`config.mk`:
```
export PLATFORM = sky130hd
export DESIGN_NAME = compass_heading_from_raw_axes_flat
export DESIGN_NICKNAME = d
export VERILOG_FILES = /design/src/design/chra_pkg.sv /design/src/design/chra_stream_if.sv /design/src/design/compass_heading_from_raw_axes.sv /design/src/design/chra_front.sv /design/src/design/chra_cell.sv /design/src/design/chra_back.sv /design/src/flat_wrapper.sv
export SDC_FILE = /design/constraint.sdc
export NUM_CORES = 1
export LEC_CHECK = 0
export BUFFER_PORTS_ARGS = -buffer_cell sky130_fd_sc_hd__buf_4
export CAP_MARGIN = 20
export CORE_UTILIZATION = 59
export CTS_BUF_LIST = sky130_fd_sc_hd__clkbuf_2 sky130_fd_sc_hd__clkbuf_4 sky130_fd_sc_hd__clkbuf_8
export CTS_CLUSTER_SIZE = 28
export DETAILED_ROUTE_END_ITERATION = 16
export PLACE_DENSITY_LB_ADDON = 0.15
export SLEW_MARGIN = 20
export SYNTH_ARGS = -nofsm -noshare
export SYNTH_HDL_FRONTEND = slang
export SYNTH_SLANG_ARGS = --single-unit
```
`constraint.sdc`:
```
create_clock -name clock -period 2.5 [get_ports clock]
set_clock_uncertainty 0.1 [all_clocks]
set_input_delay 0.625 -clock clock [delete_from_list [all_inputs] [get_ports clock]]
set_output_delay 0.625 -clock clock [all_outputs]
set_load 0.01 [all_outputs]
```
`src/design/chra_pkg.sv`:
```
// Types and constants shared by the compass heading pipeline.
package chra_pkg;

   localparam int XY_WIDTH    = 36;
   localparam int Z_WIDTH     = 28;
   localparam int AXIS_WIDTH  = 16;
   localparam int ROUND_SHIFT = 11;
   localparam int TABLE_DEPTH = 24;

   localparam logic [1:0] PLANE_XY = 2'd0;
   localparam logic [1:0] PLANE_YZ = 2'd1;
   localparam logic [1:0] PLANE_ZX = 2'd2;

   localparam logic [AXIS_WIDTH-1:0]   MARKER_RESET = 16'hF000;
   localparam logic signed [Z_WIDTH-1:0] PI_FX      = 28'sd52707179;
   localparam logic signed [Z_WIDTH-1:0] TWO_PI_FX  = 28'sd105414357;
   localparam logic signed [Z_WIDTH-1:0] ROUND_HALF = 28'sd1024;
   localparam logic [15:0]             HEADING_MAX  = 16'd51471;

   localparam logic signed [Z_WIDTH-1:0] ATAN_TABLE [TABLE_DEPTH] = '{
      28'sd13176795, 28'sd7778716, 28'sd4110060, 28'sd2086331,
      28'sd1047214,  28'sd524117,  28'sd262123,  28'sd131069,
      28'sd65536,    28'sd32768,   28'sd16384,   28'sd8192,
      28'sd4096,     28'sd2048,    28'sd1024,    28'sd512,
      28'sd256,      28'sd128,     28'sd64,      28'sd32,
      28'sd16,       28'sd8,       28'sd4,       28'sd2
   };

   typedef struct packed {
      logic [7:0] x_high;
      logic [7:0] x_low;
      logic [7:0] z_high;
      logic [7:0] z_low;
      logic [7:0] y_high;
      logic [7:0] y_low;
      logic [1:0] func;
      logic       sample_ready;
   } req_item_type;

   typedef struct packed {
      logic [15:0] heading;
      logic        failed;
   } rsp_item_type;

   typedef struct packed {
      logic signed [XY_WIDTH-1:0] x;
      logic signed [XY_WIDTH-1:0] y;
      logic signed [Z_WIDTH-1:0]  z;
      logic                       failed;
      logic                       zero;
   } cordic_data_type;

endpackage

```
`src/design/chra_stream_if.sv`:
```
// Valid/ready item channel with a typed payload.
interface chra_stream_if #(parameter type payload_type = logic);
   logic        valid;
   logic        ready;
   payload_type payload;

   modport source (output valid, output payload, input ready);
   modport sink   (input valid, input payload, output ready);
endinterface

```
`src/design/compass_heading_from_raw_axes.sv`:
```
// Top level: magnetometer sample to compass heading through a pipelined CORDIC.
//
// Takes one item per cycle while rsp is not stalled and gives one result per
// item; each item passes through every stage of the pipeline (input stage,
// one cell per CORDIC rotation, output stage). Every stage holds its own
// item, so a stalled result holds only the stages behind it that are full.
// The heading is atan2 of the selected plane in radians, unsigned Q3.13,
// limited to 51471; a sample that is not ready or holds the overflow marker
// on any axis gives heading 0 with failed set. The marker register resets to
// 0xF000; the user must write it through csr_write_enable only while no item
// is in flight, and the block itself does not enforce this.
module compass_heading_from_raw_axes
   import chra_pkg::*;
#(
   parameter int unsigned CORDIC_STAGES = 16
)
(
   input  logic                  clock,
   input  logic                  reset,
   input  logic                  csr_write_enable,
   input  logic [AXIS_WIDTH-1:0] csr_write_data,
   chra_stream_if.sink           req,
   chra_stream_if.source         rsp
);

   logic [AXIS_WIDTH-1:0] marker_ff;
   logic                  stage_valid [CORDIC_STAGES+1];
   logic                  stage_ready [CORDIC_STAGES+1];
   cordic_data_type       stage_data  [CORDIC_STAGES+1];
   req_item_type          req_item;
   rsp_item_type          rsp_item;

   always_ff @(posedge clock) begin
      if (reset) begin
         marker_ff <= MARKER_RESET;
      end else if (csr_write_enable) begin
         marker_ff <= csr_write_data;
      end
   end

   assign req_item = req.payload;

   chra_front u_front (
      .clock     (clock),
      .reset     (reset),
      .marker    (marker_ff),
      .in_valid  (req.valid),
      .in_ready  (req.ready),
      .in_item   (req_item),
      .out_valid (stage_valid[0]),
      .out_ready (stage_ready[0]),
      .out_data  (stage_data[0])
   );

   for (genvar i = 0; i < CORDIC_STAGES; i++) begin : g_cell
      chra_cell #(.STAGE_INDEX(i)) u_cell (
         .clock     (clock),
         .reset     (reset),
         .in_valid  (stage_valid[i]),
         .in_ready  (stage_ready[i]),
         .in_data   (stage_data[i]),
         .out_valid (stage_valid[i+1]),
         .out_ready (stage_ready[i+1]),
         .out_data  (stage_data[i+1])
      );
   end

   chra_back u_back (
      .clock     (clock),
      .reset     (reset),
      .in_valid  (stage_valid[CORDIC_STAGES]),
      .in_ready  (stage_ready[CORDIC_STAGES]),
      .in_data   (stage_data[CORDIC_STAGES]),
      .out_valid (rsp.valid),
      .out_ready (rsp.ready),
      .out_item  (rsp_item)
   );

   assign rsp.payload = rsp_item;

endmodule

```
`src/design/chra_front.sv`:
```
// Input stage: assemble axes, check the marker, pick the plane and pre-rotate.
module chra_front
   import chra_pkg::*;
(
   input  logic                  clock,
   input  logic                  reset,
   input  logic [AXIS_WIDTH-1:0] marker,
   input  logic                  in_valid,
   output logic                  in_ready,
   input  req_item_type          in_item,
   output logic                  out_valid,
   input  logic                  out_ready,
   output cordic_data_type       out_data
);

   logic                   valid_ff, valid_in;
   cordic_data_type        data_ff, data_in;
   logic [AXIS_WIDTH-1:0]  x_raw, y_raw, z_raw;
   logic [AXIS_WIDTH-1:0]  num, den;
   logic signed [XY_WIDTH-1:0] num_ext, den_ext;

   assign x_raw = {in_item.x_high, in_item.x_low};
   assign y_raw = {in_item.y_high, in_item.y_low};
   assign z_raw = {in_item.z_high, in_item.z_low};

   always_comb begin
      unique case (in_item.func)
         PLANE_YZ: begin
            num = z_raw;
            den = y_raw;
         end
         PLANE_ZX: begin
            num = x_raw;
            den = z_raw;
         end
         default: begin
            num = y_raw;
            den = x_raw;
         end
      endcase
   end

   assign num_ext = {{(XY_WIDTH-AXIS_WIDTH-16){num[AXIS_WIDTH-1]}}, num, 16'h0000};
   assign den_ext = {{(XY_WIDTH-AXIS_WIDTH-16){den[AXIS_WIDTH-1]}}, den, 16'h0000};

   always_comb begin
      data_in.failed = !in_item.sample_ready || (x_raw == marker) || (y_raw == marker)
                       || (z_raw == marker);
      data_in.zero   = (num == '0) && (den == '0);
      if (den[AXIS_WIDTH-1]) begin
         data_in.x = -den_ext;
         data_in.y = -num_ext;
         data_in.z = PI_FX;
      end else begin
         data_in.x = den_ext;
         data_in.y = num_ext;
         data_in.z = '0;
      end
   end

   assign in_ready = !valid_ff || out_ready;
   assign valid_in = in_ready ? in_valid : valid_ff;

   always_ff @(posedge clock) begin
      if (reset) begin
         valid_ff <= 1'b0;
      end else begin
         valid_ff <= valid_in;
      end
   end

   always_ff @(posedge clock) begin
      if (in_valid && in_ready) begin
         data_ff <= data_in;
      end
   end

   assign out_valid = valid_ff;
   assign out_data  = data_ff;

endmodule

```
`src/design/chra_cell.sv`:
```
// One CORDIC vectoring rotation with its own item register.
module chra_cell
   import chra_pkg::*;
#(
   parameter int unsigned STAGE_INDEX = 0
)
(
   input  logic            clock,
   input  logic            reset,
   input  logic            in_valid,
   output logic            in_ready,
   input  cordic_data_type in_data,
   output logic            out_valid,
   input  logic            out_ready,
   output cordic_data_type out_data
);

   logic                       valid_ff, valid_in;
   cordic_data_type            data_ff, data_in;
   logic signed [XY_WIDTH-1:0] x_shift, y_shift;

   assign x_shift = in_data.x >>> STAGE_INDEX;
   assign y_shift = in_data.y >>> STAGE_INDEX;

   always_comb begin
      data_in = in_data;
      if (!in_data.y[XY_WIDTH-1]) begin
         data_in.x = in_data.x + y_shift;
         data_in.y = in_data.y - x_shift;
         data_in.z = in_data.z + ATAN_TABLE[STAGE_INDEX];
      end else begin
         data_in.x = in_data.x - y_shift;
         data_in.y = in_data.y + x_shift;
         data_in.z = in_data.z - ATAN_TABLE[STAGE_INDEX];
      end
   end

   assign in_ready = !valid_ff || out_ready;
   assign valid_in = in_ready ? in_valid : valid_ff;

   always_ff @(posedge clock) begin
      if (reset) begin
         valid_ff <= 1'b0;
      end else begin
         valid_ff <= valid_in;
      end
   end

   always_ff @(posedge clock) begin
      if (in_valid && in_ready) begin
         data_ff <= data_in;
      end
   end

   assign out_valid = valid_ff;
   assign out_data  = data_ff;

endmodule

```
`src/design/chra_back.sv`:
```
// Output stage: wrap the angle, round to Q3.13, limit and hold the result.
module chra_back
   import chra_pkg::*;
(
   input  logic            clock,
   input  logic            reset,
   input  logic            in_valid,
   output logic            in_ready,
   input  cordic_data_type in_data,
   output logic            out_valid,
   input  logic            out_ready,
   output rsp_item_type    out_item
);

   logic                      valid_ff, valid_in;
   rsp_item_type              item_ff, item_in;
   logic signed [Z_WIDTH-1:0] z_wrap, z_round;
   logic [15:0]               heading_raw;

   always_comb begin
      if (in_data.z[Z_WIDTH-1]) begin
         z_wrap = in_data.z + TWO_PI_FX;
      end else if (in_data.z >= TWO_PI_FX) begin
         z_wrap = in_data.z - TWO_PI_FX;
      end else begin
         z_wrap = in_data.z;
      end
   end

   assign z_round     = z_wrap + ROUND_HALF;
   assign heading_raw = z_round[Z_WIDTH-2:ROUND_SHIFT];

   always_comb begin
      item_in.failed = in_data.failed;
      if (in_data.failed || in_data.zero) begin
         item_in.heading = '0;
      end else if (heading_raw > HEADING_MAX) begin
         item_in.heading = HEADING_MAX;
      end else begin
         item_in.heading = heading_raw;
      end
   end

   assign in_ready = !valid_ff || out_ready;
   assign valid_in = in_ready ? in_valid : valid_ff;

   always_ff @(posedge clock) begin
      if (reset) begin
         valid_ff <= 1'b0;
      end else begin
         valid_ff <= valid_in;
      end
   end

   always_ff @(posedge clock) begin
      if (in_valid && in_ready) begin
         item_ff <= item_in;
      end
   end

   assign out_valid = valid_ff;
   assign out_item  = item_ff;

endmodule
```
`src/flat_wrapper.sv`:
```
// flat-port wrapper written by rule: the top's interface ports become plain ports
module compass_heading_from_raw_axes_flat import chra_pkg::*;
#(
   parameter int unsigned CORDIC_STAGES = 16
)
  (clock, reset, csr_write_enable, csr_write_data, req_valid, req_payload, req_ready, rsp_valid, rsp_payload, rsp_ready);
  chra_stream_if req_i ();
  chra_stream_if rsp_i ();
  input  logic clock;
  input  logic reset;
  input  logic csr_write_enable;
  input  logic [AXIS_WIDTH-1:0] csr_write_data;
  input wire logic [$bits(req_i.valid)-1:0] req_valid;
  input wire logic [$bits(req_i.payload)-1:0] req_payload;
  output wire logic [$bits(req_i.ready)-1:0] req_ready;
  output wire logic [$bits(rsp_i.valid)-1:0] rsp_valid;
  output wire logic [$bits(rsp_i.payload)-1:0] rsp_payload;
  input wire logic [$bits(rsp_i.ready)-1:0] rsp_ready;
  assign req_i.valid = req_valid;
  assign req_i.payload = req_payload;
  assign req_ready = req_i.ready;
  assign rsp_valid = rsp_i.valid;
  assign rsp_payload = rsp_i.payload;
  assign rsp_i.ready = rsp_ready;
  compass_heading_from_raw_axes #(.CORDIC_STAGES(CORDIC_STAGES)) u_core (.clock(clock), .reset(reset), .csr_write_enable(csr_write_enable), .csr_write_data(csr_write_data), .req(req_i), .rsp(rsp_i));
endmodule
```
==> reports/results.ini <==
[final_layout]
syn2layout_area_growth_pct = 13.7
fillers = 246
final-seq-area_um2 = 1220
multiInputGateArea_um2 = 746
n_antenna_cell = 0
drive_above_1_share = 0.177
final_cells = 253
final_nets = 230

[power]
pwr-share-comb = 0.058
power_frac_clock = 0.275
power_switching_uw = 299
p_sw_frac = 0.221
power_density_nw_per_um2 = 588
internal_power_mw = 1.05
p_leak_nw = 0.888
ir_worst_vdd_uv = 376
seq_power_share = 0.667

[clock_tree]
path_clk_slew_ps = 130
cts_tree = built
clockBufferDepth = 2
root_buffer = clkbuf_4
cts_setup_buffers = 0
clk_latency_ps = 370
htreeDepth = 2
cts_sinks = 52
cts-buffers-inserted = 5

[drt]
vias = 1479
routed_wl_mm = 3.70
drtAntennaViolNets = 0
drc = 0
firstDrtPassIters = 5
viasPerCell = 5.85
wl_per_cell_um = 14.6
drt_iter0_drc = 85

[critical_path]
worstPathRequired_ps = 1770
max_stage_delay_ps = 470
cp-end-kind = output port
startpoint_type = register
critPathSlowestCell = dfxtp_1
path_class = register to output port
cp_cell_sequence = nand2_1 -> nor4_2 -> nand3_1 -> buf_4
crit_arrival_ps = 1680
critical-path-top-delay-family = simple AND/OR/NAND/NOR gates
critPathMaxFanout = 7
critPathBufInv = 1

[sta]
fmax_mhz = 416
tightest_slew_ps = 468
hold_violations = 0
fin_setup_tns_ps = 0
rsz0062_at_grt = no
fin_crit_sh = 0.962
drv_slew = 0
relSlewSlack = 0.685
period_needed_ps = 2400
setup_viol = 0

[floorplanning]
die_h_um = 60.6
die_w_um = 60.6
num_rows = 20
die_area_um2 = 3670
initial_core_util = 0.642
boundaryPins = 25
core_area_um2 = 3150

[synth]
synth_nets = 205
synth_xor_area_frac = 0
syn_avg_cell_area_um2 = 11.1
synth_compound_area_frac = 0.112
ys_seq_elements = 52
synth_mux_area_frac = 0.0594
synthSimpleGateAreaFrac = 0.194
synthCells = 183
synth_top_family_by_area = simple AND/OR/NAND/NOR gates
synth_top_cell_area_share = 0.336
netlist.top_cell.by_area = dfxtp_1
synth_fa_ha_area_frac = 0
seq_area_frac_synth = 0.604
synth_area_um2 = 2020
ys_top_cells_by_area = dfxtp_1, edfxtp_1, mux2i_1, nor2_1, nor2b_1
ys_types = 32
yosys_warnings = 0

[global_route]
grt_pass1_vias = 1387
grt_max_degree = 41
grt_first_pass_wirelength_mm = 5.85
grt_antenna_before_repair = 0
grt-ovfl-total = 0
grt_usage = 0.226

[placement]
place_inst = 245
place_hpwl_mm = 2.54
place_congestion = 0.905
portBuffers = 24

[run_status]
outcome = complete, no violations

[flow_run]
drv_cap = 0

[min_path]
hold_class = register to register

## routing by layer
metal  wire length, µm  vias up  global-route usage
met1              1620      709               0.254
met5                 0        -                   0
li1                  -      718                   -
met3               155       10              0.0661
met4                95        0               0.140
met2              1830       42               0.378
## power groups by stage
stage,registers (mW),clock network [mW],logic (mW)
after floorplan,0.918,0,0.0474
after global placement,0.920,0,0.0760
after detailed placement,0.921,0,0.0794
after CTS,0.902,0.377,0.0796
after global routing,0.905,0.416,0.0872
final,0.903,0.372,0.0788
## cell families (layout without fill, tap and decap cells)
family / after synthesis / in the layout
and+or+nand+nor: 71 / 71
DFF: 52 / 52
AOI/OAI and AO/OA: 32 / 32
buffers and inverters: 16 / 42
muxes: 12 / 12
## cell type report
type,instances,share of cell area
multi-input cells,115,0.324
flip-flops and latches,52,0.531
repair buffers,25,0.0816
well taps,44,0.0239
clock buffers,6,0.0196
inverters,9,0.0147
clock inverters,2,0.00489
## flip-flops by register name (all words and copies together) (netlist names)
signal and flops:
u_core.g_cell.u_cell.out_data 16, u_core.g_cell.u_cell.out_valid 16, u_core.marker_ff 16, u_core.u_back.out_item 1, u_core.u_back.out_valid 1, u_core.u_front.out_data 1, u_core.u_front.out_valid 1
## layout by cell type, fill, tap and decap left out, types with 2 or more instances in the layout
cell and count:
a211o_1 4, a21boi_0 5, a21oi_1 8, a31oi_1 5, and2_1 2, and3_1 2, buf_4 25, clkbuf_4 6
dfxtp_1 33, edfxtp_1 18, inv_1 9, mux2i_1 12, nand2_1 4, nand2b_1 5, nand3_1 6, nand4_1 5
nor2_1 25, nor2b_1 7, nor4_1 6, o22ai_1 3, o31ai_1 3, or4_1 2
## Yosys cell counts
cell and n:
a211o_1 4, a21boi_0 5, a21oi_1 8, a31oi_1 5, a41oi_1 1, and2_1 2
and3_1 2, and4b_1 1, buf_2 2, clkbuf_1 5, dfxtp_1 34, edfxtp_1 18
inv_1 9, mux2i_1 12, nand2_1 4, nand2b_1 5, nand3_1 6, nand3b_1 1
nand4_1 5, nand4b_4 1, nor2_1 25, nor2b_1 7, nor3_1 1, nor4_1 7
o21a_1 1, o22ai_1 3, o31a_1 1, o31ai_1 3, o41ai_2 1, or3_1 1
or4_1 2, or4_4 1
## what timing repair did
item / 4_1_cts / 5_1_grt
endpoints found under the setup margin: 1 / 1
resized for setup: 1 / 1
hold buffers: 0 / 0
## worst register-to-register path, stage by stage, from the launching register on
cell      delay [ps]
dfxtp_1          450
nand4b_4         140
buf_4            180
or4_4            570
o31a_1           260
## worst paths after layout
| kind | from | endpoint | slack [ps] | depth (start not counted) |
|---|---|---|---|---|
| hold reg to reg | u_core.g_cell[7].u_cell.out_data[1] | u_core.g_cell[8].u_cell.out_data[1] | 340 | 0 |
| setup reg to reg | u_core.g_cell[14].u_cell.out_valid | u_core.g_cell[1].u_cell.out_data[1] | 580 | 4 |
| hold / removal | u_core.g_cell[7].u_cell.out_data[1] | u_core.g_cell[8].u_cell.out_data[1] | 340 | 0 |
| setup / recovery | u_core.g_cell[10].u_cell.out_valid | req_ready | 100 | 4 |
## through the flow
step | total power [mW] | worst slack, ps | utilization | hold WS [ps] | area [µm²]
after floorplan | 0.965 | 438 | - | 300 | 2020
after global placement | 0.996 | 91.1 | 0.710 | 304 | 2240
after detailed placement | 1.00 | 79.3 | 0.710 | 306 | 2240
after CTS | 1.36 | 54.2 | 0.729 | 336 | 2300
after global routing | 1.41 | 1.17 | 0.730 | 326 | 2300
final | 1.35 | 95.3 | 0.730 | 342 | 2300
Power figures use the tool's default switching activity.
